===== src/design/fcf_pkg.sv =====
// Shared types and constants of the foreground centroid finder.
// No dependencies; used by every other file of the block.
package fcf_pkg;

    localparam int PIX_W   = 8;
    localparam int CFG_W   = 11;
    localparam int COORD_W = 10;
    localparam int SUM_W   = 40;
    localparam int COUNT_W = 21;

    localparam logic [PIX_W-1:0]   BACKGROUND  = 8'hFF;
    localparam logic [COUNT_W-1:0] COUNT_MAX   = {COUNT_W{1'b1}};
    localparam logic [CFG_W-1:0]   WIDTH_RESET = 11'd640;

    // one quotient bit per step over the rounded dividend
    localparam int DIV_STEPS   = SUM_W + 1;
    localparam int QUEUE_DEPTH = 2;

    typedef struct packed {
        logic [SUM_W-1:0]   col_sum;
        logic [SUM_W-1:0]   row_sum;
        logic [COUNT_W-1:0] count;
    } t_frame_sums;

    typedef struct packed {
        logic full;
        logic not_empty;
    } t_q_status;

endpackage


===== src/design/fcf_front.sv =====
// Front end: accepts pixels, tracks column and row, accumulates the frame sums.
// Pushes the finished totals of a frame into the queue. Depends on fcf_pkg.
module fcf_front #(
    parameter int MAX_WIDTH  = 1024,
    parameter int MAX_HEIGHT = 1024
) (
    input  logic                                i_clk,
    input  logic                                i_rst_n,
    input  logic                                i_cfg_we,
    input  logic [fcf_pkg::CFG_W-1:0]           i_cfg_wdata,
    input  logic                                i_valid,
    output logic                                o_ready,
    input  logic [fcf_pkg::PIX_W-1:0]           i_pixel_value,
    input  logic                                i_last_pixel,
    input  logic                                i_q_full,
    output logic                                o_push,
    output fcf_pkg::t_frame_sums                o_push_data
);

    localparam int CW  = (MAX_WIDTH > 1) ? $clog2(MAX_WIDTH) : 1;
    localparam int RW  = (MAX_HEIGHT > 1) ? $clog2(MAX_HEIGHT) : 1;
    localparam int WW  = $clog2(MAX_WIDTH + 1);
    localparam int EW  = (WW > fcf_pkg::CFG_W) ? WW : fcf_pkg::CFG_W;
    localparam int SW  = fcf_pkg::SUM_W;
    localparam int NW  = fcf_pkg::COUNT_W;

    logic [fcf_pkg::CFG_W-1:0] r_width;
    logic [CW-1:0]             r_column, n_column;
    logic [RW-1:0]             r_row, n_row;
    logic [SW-1:0]             r_col_sum, n_col_sum;
    logic [SW-1:0]             r_row_sum, n_row_sum;
    logic [NW-1:0]             r_count, n_count;

    logic          accept;
    logic          hit;
    logic [EW-1:0] width_ext;
    logic [EW-1:0] width_eff;
    logic [EW-1:0] col_inc;
    logic          wrap;
    logic [SW-1:0] sum_c;
    logic [SW-1:0] sum_r;
    logic [NW-1:0] cnt;

    assign o_ready = ~i_q_full;
    assign accept  = i_valid & ~i_q_full;

    // clamp the configured width into 1..MAX_WIDTH
    always_comb begin
        width_ext = EW'(r_width);
        if (r_width == '0) begin
            width_eff = EW'(1);
        end else if (width_ext > EW'(MAX_WIDTH)) begin
            width_eff = EW'(MAX_WIDTH);
        end else begin
            width_eff = width_ext;
        end
    end

    assign col_inc = EW'(r_column) + EW'(1);
    assign wrap    = col_inc >= width_eff;

    assign hit   = (i_pixel_value != fcf_pkg::BACKGROUND) && (r_count != fcf_pkg::COUNT_MAX);
    assign sum_c = hit ? r_col_sum + SW'(r_column) : r_col_sum;
    assign sum_r = hit ? r_row_sum + SW'(r_row) : r_row_sum;
    assign cnt   = hit ? r_count + NW'(1) : r_count;

    assign o_push              = accept & i_last_pixel;
    assign o_push_data.col_sum = sum_c;
    assign o_push_data.row_sum = sum_r;
    assign o_push_data.count   = cnt;

    always_comb begin
        n_column  = r_column;
        n_row     = r_row;
        n_col_sum = r_col_sum;
        n_row_sum = r_row_sum;
        n_count   = r_count;
        if (accept) begin
            if (i_last_pixel) begin
                // hand the totals over and start the next frame afresh
                n_column  = '0;
                n_row     = '0;
                n_col_sum = '0;
                n_row_sum = '0;
                n_count   = '0;
            end else begin
                n_col_sum = sum_c;
                n_row_sum = sum_r;
                n_count   = cnt;
                if (wrap) begin
                    n_column = '0;
                    if (r_row != RW'(MAX_HEIGHT - 1)) begin
                        n_row = r_row + RW'(1);
                    end
                end else begin
                    n_column = r_column + CW'(1);
                end
            end
        end
    end

    always_ff @(posedge i_clk) begin
        if (!i_rst_n) begin
            r_width   <= fcf_pkg::WIDTH_RESET;
            r_column  <= '0;
            r_row     <= '0;
            r_col_sum <= '0;
            r_row_sum <= '0;
            r_count   <= '0;
        end else begin
            if (i_cfg_we) begin
                r_width <= i_cfg_wdata;
            end
            r_column  <= n_column;
            r_row     <= n_row;
            r_col_sum <= n_col_sum;
            r_row_sum <= n_row_sum;
            r_count   <= n_count;
        end
    end

endmodule


===== src/design/fcf_queue.sv =====
// Short queue of frame totals between the accumulator and the divider.
// Depends on fcf_pkg for the entry type and depth.
module fcf_queue (
    input  logic                 i_clk,
    input  logic                 i_rst_n,
    input  logic                 i_push,
    input  fcf_pkg::t_frame_sums i_push_data,
    input  logic                 i_pop,
    output fcf_pkg::t_frame_sums o_head,
    output fcf_pkg::t_q_status   o_status
);

    localparam int DEPTH = fcf_pkg::QUEUE_DEPTH;
    localparam int PW    = (DEPTH > 1) ? $clog2(DEPTH) : 1;
    localparam int FW    = $clog2(DEPTH + 1);

    fcf_pkg::t_frame_sums r_mem [DEPTH];
    logic [PW-1:0]        r_wr_ptr;
    logic [PW-1:0]        r_rd_ptr;
    logic [FW-1:0]        r_fill;

    function automatic logic [PW-1:0] ptr_next(input logic [PW-1:0] p);
        return (p == PW'(DEPTH - 1)) ? '0 : p + PW'(1);
    endfunction

    assign o_head             = r_mem[r_rd_ptr];
    assign o_status.full      = (r_fill == FW'(DEPTH));
    assign o_status.not_empty = (r_fill != '0);

    always_ff @(posedge i_clk) begin
        if (i_push) begin
            r_mem[r_wr_ptr] <= i_push_data;
        end
    end

    always_ff @(posedge i_clk) begin
        if (!i_rst_n) begin
            r_wr_ptr <= '0;
            r_rd_ptr <= '0;
            r_fill   <= '0;
        end else begin
            if (i_push) begin
                r_wr_ptr <= ptr_next(r_wr_ptr);
            end
            if (i_pop) begin
                r_rd_ptr <= ptr_next(r_rd_ptr);
            end
            if (i_push && !i_pop) begin
                r_fill <= r_fill + FW'(1);
            end else if (i_pop && !i_push) begin
                r_fill <= r_fill - FW'(1);
            end
        end
    end

endmodule


===== src/design/fcf_back.sv =====
// Back end: divides both frame sums by the count, one quotient bit a cycle,
// and holds the result in an output register. Depends on fcf_pkg.
module fcf_back (
    input  logic                          i_clk,
    input  logic                          i_rst_n,
    input  logic                          i_q_not_empty,
    input  fcf_pkg::t_frame_sums          i_head,
    output logic                          o_pop,
    output logic                          o_valid,
    input  logic                          i_ready,
    output logic [fcf_pkg::COORD_W-1:0]   o_center_x,
    output logic [fcf_pkg::COORD_W-1:0]   o_center_y,
    output logic [fcf_pkg::COUNT_W-1:0]   o_pixel_count,
    output logic                          o_found
);

    localparam int DW  = fcf_pkg::DIV_STEPS;
    localparam int NW  = fcf_pkg::COUNT_W;
    localparam int XW  = fcf_pkg::COORD_W;
    localparam int SCW = $clog2(fcf_pkg::DIV_STEPS);

    localparam logic [1:0] S_IDLE = 2'd0;
    localparam logic [1:0] S_DIV  = 2'd1;
    localparam logic [1:0] S_DONE = 2'd2;

    logic [1:0]     r_state, n_state;
    logic [SCW-1:0] r_step, n_step;
    logic [DW-1:0]  r_dvd_x, n_dvd_x;
    logic [DW-1:0]  r_dvd_y, n_dvd_y;
    logic [NW-1:0]  r_rem_x, n_rem_x;
    logic [NW-1:0]  r_rem_y, n_rem_y;
    logic [NW-1:0]  r_div, n_div;
    logic           r_out_valid, n_out_valid;
    logic [XW-1:0]  r_cx;
    logic [XW-1:0]  r_cy;
    logic [NW-1:0]  r_cnt;
    logic           r_found;
    logic           out_load;

    // restoring division step: returns {remainder, shifted dividend with quotient bit}
    function automatic logic [NW+DW-1:0] div_step(input logic [DW-1:0] dvd,
                                                  input logic [NW-1:0] rem,
                                                  input logic [NW-1:0] d);
        logic [NW:0] sh;
        logic [NW:0] diff;
        logic        ge;
        sh   = {rem, dvd[DW-1]};
        diff = sh - {1'b0, d};
        ge   = sh >= {1'b0, d};
        if (ge) begin
            return {diff[NW-1:0], dvd[DW-2:0], 1'b1};
        end
        return {sh[NW-1:0], dvd[DW-2:0], 1'b0};
    endfunction

    assign out_load = (r_state == S_DONE) && (!r_out_valid || i_ready);
    assign o_pop    = (r_state == S_IDLE) && i_q_not_empty;

    always_comb begin
        n_state     = r_state;
        n_step      = r_step;
        n_dvd_x     = r_dvd_x;
        n_dvd_y     = r_dvd_y;
        n_rem_x     = r_rem_x;
        n_rem_y     = r_rem_y;
        n_div       = r_div;
        n_out_valid = r_out_valid;
        if (r_out_valid && i_ready) begin
            n_out_valid = 1'b0;
        end
        case (r_state)
            S_IDLE: begin
                if (i_q_not_empty) begin
                    // add half the count so the quotient rounds half up
                    n_dvd_x = {1'b0, i_head.col_sum} + DW'(i_head.count >> 1);
                    n_dvd_y = {1'b0, i_head.row_sum} + DW'(i_head.count >> 1);
                    n_rem_x = '0;
                    n_rem_y = '0;
                    n_div   = i_head.count;
                    n_step  = '0;
                    n_state = S_DIV;
                end
            end
            S_DIV: begin
                {n_rem_x, n_dvd_x} = div_step(r_dvd_x, r_rem_x, r_div);
                {n_rem_y, n_dvd_y} = div_step(r_dvd_y, r_rem_y, r_div);
                if (r_step == SCW'(DW - 1)) begin
                    n_state = S_DONE;
                end else begin
                    n_step = r_step + SCW'(1);
                end
            end
            S_DONE: begin
                if (out_load) begin
                    n_out_valid = 1'b1;
                    n_state     = S_IDLE;
                end
            end
            default: begin
                n_state = S_IDLE;
            end
        endcase
    end

    always_ff @(posedge i_clk) begin
        if (!i_rst_n) begin
            r_state     <= S_IDLE;
            r_step      <= '0;
            r_out_valid <= 1'b0;
        end else begin
            r_state     <= n_state;
            r_step      <= n_step;
            r_out_valid <= n_out_valid;
        end
    end

    always_ff @(posedge i_clk) begin
        r_dvd_x <= n_dvd_x;
        r_dvd_y <= n_dvd_y;
        r_rem_x <= n_rem_x;
        r_rem_y <= n_rem_y;
        r_div   <= n_div;
        if (out_load) begin
            // an empty frame reports the origin
            r_cx    <= (r_div != '0) ? r_dvd_x[XW-1:0] : '0;
            r_cy    <= (r_div != '0) ? r_dvd_y[XW-1:0] : '0;
            r_cnt   <= r_div;
            r_found <= (r_div != '0);
        end
    end

    assign o_valid       = r_out_valid;
    assign o_center_x    = r_cx;
    assign o_center_y    = r_cy;
    assign o_pixel_count = r_cnt;
    assign o_found       = r_found;

endmodule


===== src/design/foreground_centroid_finder_unit.sv =====
// Foreground centroid finder: takes one grayscale pixel per cycle in raster order
// (any value other than 0xFF counts as foreground) and, on the pixel flagged last,
// gives the rounded mean column and row, the foreground count and a found flag.
// Pixels are accepted at one per cycle; o_ready drops only while the two-entry
// queue of frame totals is full. When the divider is free, each frame's totals are
// loaded from the queue into the bit-serial divider, which computes one quotient bit
// per cycle for both coordinates side by side, and the result then goes into the
// output register. Frames shorter than the divider's run back up into the
// queue and then stall the input. image_width is written through i_cfg_we and
// i_cfg_wdata; 0 acts as 1 and values above MAX_WIDTH act as MAX_WIDTH.
// Depends on fcf_pkg, fcf_front, fcf_queue and fcf_back.
module foreground_centroid_finder_unit #(
    parameter int MAX_WIDTH  = 1024,
    parameter int MAX_HEIGHT = 1024
) (
    input  logic                                i_clk,
    input  logic                                i_rst_n,
    input  logic                                i_cfg_we,
    input  logic [fcf_pkg::CFG_W-1:0]           i_cfg_wdata,
    input  logic                                i_valid,
    output logic                                o_ready,
    input  logic [fcf_pkg::PIX_W-1:0]           i_pixel_value,
    input  logic                                i_last_pixel,
    output logic                                o_valid,
    input  logic                                i_ready,
    output logic [fcf_pkg::COORD_W-1:0]         o_center_x,
    output logic [fcf_pkg::COORD_W-1:0]         o_center_y,
    output logic [fcf_pkg::COUNT_W-1:0]         o_pixel_count,
    output logic                                o_found
);

    logic                 w_push;
    fcf_pkg::t_frame_sums w_push_data;
    logic                 w_pop;
    fcf_pkg::t_frame_sums w_head;
    fcf_pkg::t_q_status   w_q_status;

    fcf_front #(
        .MAX_WIDTH  (MAX_WIDTH),
        .MAX_HEIGHT (MAX_HEIGHT)
    ) u_front (
        .i_clk         (i_clk),
        .i_rst_n       (i_rst_n),
        .i_cfg_we      (i_cfg_we),
        .i_cfg_wdata   (i_cfg_wdata),
        .i_valid       (i_valid),
        .o_ready       (o_ready),
        .i_pixel_value (i_pixel_value),
        .i_last_pixel  (i_last_pixel),
        .i_q_full      (w_q_status.full),
        .o_push        (w_push),
        .o_push_data   (w_push_data)
    );

    fcf_queue u_queue (
        .i_clk       (i_clk),
        .i_rst_n     (i_rst_n),
        .i_push      (w_push),
        .i_push_data (w_push_data),
        .i_pop       (w_pop),
        .o_head      (w_head),
        .o_status    (w_q_status)
    );

    fcf_back u_back (
        .i_clk         (i_clk),
        .i_rst_n       (i_rst_n),
        .i_q_not_empty (w_q_status.not_empty),
        .i_head        (w_head),
        .o_pop         (w_pop),
        .o_valid       (o_valid),
        .i_ready       (i_ready),
        .o_center_x    (o_center_x),
        .o_center_y    (o_center_y),
        .o_pixel_count (o_pixel_count),
        .o_found       (o_found)
    );

endmodule


===== config.mk =====
export PLATFORM = sky130hd
export DESIGN_NAME = foreground_centroid_finder_unit
export DESIGN_NICKNAME = d
export VERILOG_FILES = /design/src/design/fcf_pkg.sv /design/src/design/fcf_front.sv /design/src/design/fcf_queue.sv /design/src/design/fcf_back.sv /design/src/design/foreground_centroid_finder_unit.sv
export SDC_FILE = /design/constraint.sdc
export NUM_CORES = 1
export LEC_CHECK = 0
export BUFFER_PORTS_ARGS = -buffer_cell sky130_fd_sc_hd__buf_2
export CAP_MARGIN = 40
export CORE_MARGIN = 2
export CORE_UTILIZATION = 59
export CTS_CLUSTER_SIZE = 28
export DETAILED_ROUTE_END_ITERATION = 12
export GPL_TIMING_DRIVEN = 0
export HOLD_SLACK_MARGIN = 0.06
export PLACE_DENSITY = 0.78
export SETUP_SLACK_MARGIN = 0.5
export SYNTH_ARGS = -nofsm -noshare
export SYNTH_HDL_FRONTEND = slang
export SYNTH_HIERARCHICAL = 1
export SYNTH_SLANG_ARGS = --single-unit

===== constraint.sdc =====
create_clock -name i_clk -period 18.6 [get_ports i_clk]
set_clock_uncertainty 0.05 [all_clocks]
set_input_delay 1.86 -clock i_clk [delete_from_list [all_inputs] [get_ports i_clk]]
set_output_delay 1.86 -clock i_clk [all_outputs]
set_load 0.005 [all_outputs]

==> results_dict.tcl <==
set metrics [dict create \
    max-cap-violations 0 \
    yosysUniqueCellTypes 99 \
    ir_drop_mv 0.101 \
    syn_inst 2803 \
    via_count 23300 \
    min-delay-path-class "register to register" \
    start_util 0.601 \
    critPathBufInv 3 \
    die_x_um 228 \
    cp.required_ps 18900 \
    cp_max_fo 10 \
    root_buffer "clkbuf_16" \
    cp_num_cells 14 \
    max_freq_mhz 222 \
    gr-usage-met2 0.506 \
    outcome "complete, no violations" \
    crit_path_end_kind "register" \
    maxSlewViolCount 0 \
    antenna_found_initial 1 \
    grt_pass1_vias 22000 \
    dpl.hpwl_mm 61.6 \
    period_share 0.242 \
    yosys_register_bits 535 \
    fp.dieH_um 228 \
    placed_cell_area_um2 31000 \
    cts-resized-gates 0 \
    final.setup.tns_ps 0 \
    hold_violations 0 \
    syn_to_final_growth_pct 11.7 \
    seq_area_frac_synth 0.495 \
    drcViolationCount 0 \
    finalNetCount 3097 \
    numCtsBuffers 57 \
    cp_cell_sequence "buf_6, buf_6, mux2_2, ha_1, fa_1, a21oi_1, o21ai_1, a2111oi_4, nor4_2, o41ai_2, buf_4, and3b_1, xnor2_1, o21ai_1" \
    synth_edf_count 389 \
    crit_arrival_ps 4810 \
    reg2regPathDepth 14 \
    fill_cells 3677 \
    final_cell_area_um2 33000 \
    finalWeightedCongestion 0.990 \
    period_minus_slack_ps 4510 \
    dr.first_iter.drc_count 2290 \
    synthFlopType "edfxtp_1" \
    slowest_stage "o41ai_2" \
    grt_use_met1 0.426 \
    cts_tree "done" \
    grt_pass1_wl_mm 127 \
    post_cts_buffers 0 \
    rsz0062_at_grt "false" \
    path_delay_family "compound AO/OA/AOI/OAI gates" \
    clock_path_buffers 3 \
    worst_pin_slew_ps 956 \
    async_flop_share 0 \
    die_area_um2 51900 \
    insertion_delay_ps 640 \
    p_total_uw 5000 \
    relSlewSlack 0.346 \
    cellLeakagePower_uw 0.0122 \
    layout_commonest_cell "edfxtp_1" \
    via_per_inst 6.37 \
    powerDensity_nw_per_um2 152 \
    most-common-layout-cells "edfxtp_1 (389), nand2_1 (268), nor2_1 (215)" \
    rows 81 \
    syn-num-nets 2953 \
    yosys_warnings 6 \
    worstSetupStartpointType "register" \
    avgSynthCellArea_um2 10.5 \
    rrSetupSlack_ps 14090 \
    pin_count 69 \
    h-tree-depth 2 \
    diodes 0 \
    clk_pin_slew_ps 60 \
    wl_per_cell_um 22.8 \
    cts.sinks 535 \
    setup.worst_path.class "register to register" \
    routed_wl_mm 83.4 \
    overflow 0 \
    drt_first_pass_iters 7 \
    use_met3 0.0430 \
    grt_max_degree 52 \
    final_layout_size_suffix_gt1_frac 0.119 \
    syn_area_um2 29500 \
    grt_use_total 0.314 \
    critPathMaxStageDelay_ps 590 \
    ant_nets 0 \
    holdPathStages 0 \
    grt.busiest_layer "met2" \
    setup_viol 0 \
    core_area_um2 49200 \
    cts_hold_buffers 0 \
    io_buffers 68 \
]
## sequential cells by signal (all words and copies together), names as in the netlist, named ones only
signal,cells
u_back/o_center_y,10
u_back/o_center_x,10
u_queue/r_fill,2
u_front/r_count,21
u_back/r_state,2
u_front/r_col_sum,40
u_front/r_row,10
u_back/r_dvd_y,41
u_front/r_column,10
u_back/o_found,1
u_back/r_step,6
u_back/r_rem_y,21
u_queue/r_rd_ptr,1
u_front/r_row_sum,40
u_queue/r_wr_ptr,1
u_front/r_width,11
u_back/o_pixel_count,21
u_back/r_div,21
u_back/r_dvd_x,41
u_back/r_rem_x,21
u_queue/r_mem,202
u_back/o_valid,1
## kinds of logic after synthesis
logic type,count (synthesis),share of synthesized area
muxes,143,0.0528
buffers and inverters,216,0.0328
xor gates and xnor gates,207,0.0614
and+or+nand+nor,945,0.160
adders and majority gates,125,0.0545
AOI/OAI and AO/OA,632,0.144
DFF,535,0.495
## cell type report
type                            count  area [µm²]  area share
Multi-Input combinational cell   2052       14000       0.424
Tap cell                          664         831      0.0252
Sequential cell                   535       14600       0.443
Clock inverter                     40         479      0.0145
Clock buffer                       68        1490      0.0452
Buffer                            144         699      0.0212
Inverter                           72         270     0.00820
Timing Repair Buffer               85         617      0.0187
## worst register-to-register path, delay by kind of cell, from the launching register on
family                   cells  cell delay (ps)
AO/OA/AOI/OAI                5             1620
buffers and inverters        3              670
adder cells (fa/ha/maj)      2              660
multiplexers                 1              400
flip-flops                   1              360
AND/OR/NAND/NOR              2              330
XOR/XNOR                     1              150
## power by group
part	total, µW	leakage, µW	internal, µW	switching [µW]
Combinational	2080	0.00641	797	1290
Sequential	1730	0.00484	1620	109
Clock	1190	0.000941	692	497
Total	5000	0.0122	3110	1890
## stage by stage
| step | hold slack [ps] | setup slack [ps] | instances | util |
|---|---|---|---|---|
| 2_1_floorplan | 376 | 11030 | 2803 | - |
| 3_3_place_gp | 393 | 8160 | 3535 | 0.625 |
| 3_5_place_dp | 392 | 13830 | 3552 | 0.631 |
| 4_1_cts | 405 | 14160 | 3660 | 0.671 |
| 5_1_grt | 422 | 14050 | 3660 | 0.671 |
| 6_report | 406 | 14090 | 3660 | 0.671 |
## worst paths after layout
check,from,to
min,u_back/r_div[11],u_back/o_pixel_count[11]
max reg2reg,register,u_back/r_dvd_y[24]
min reg2reg,u_back/r_div[11],u_back/o_pixel_count[11]
max,register,u_back/r_dvd_y[24]
## layer usage
layer	wire length, µm	share of wire
met2	38200	0.46
met1	34500	0.41
met4	3620	0.043
met3	7120	0.085
met5	0	0
## cell usage after synthesis (26+ instances only)
cell type | count | area, µm²
a21o_1 | 36 | 270
a21oi_1 | 142 | 711
a31oi_1 | 31 | 194
and2_1 | 26 | 163
and3_1 | 43 | 269
clkbuf_1 | 98 | 368
dfxtp_1 | 146 | 2920
edfxtp_1 | 389 | 11700
ha_1 | 119 | 1490
inv_1 | 70 | 263
mux2_2 | 102 | 1150
mux2i_1 | 41 | 410
nand2_1 | 268 | 1010
nand3_1 | 106 | 531
nand4_1 | 52 | 325
nor2_1 | 216 | 811
nor2b_1 | 39 | 244
nor3_1 | 49 | 245
o211ai_1 | 27 | 203
o21ai_0 | 149 | 746
or3_1 | 32 | 200
xnor2_1 | 108 | 946
xor2_1 | 99 | 867
(Power assumes the default switching activity.)
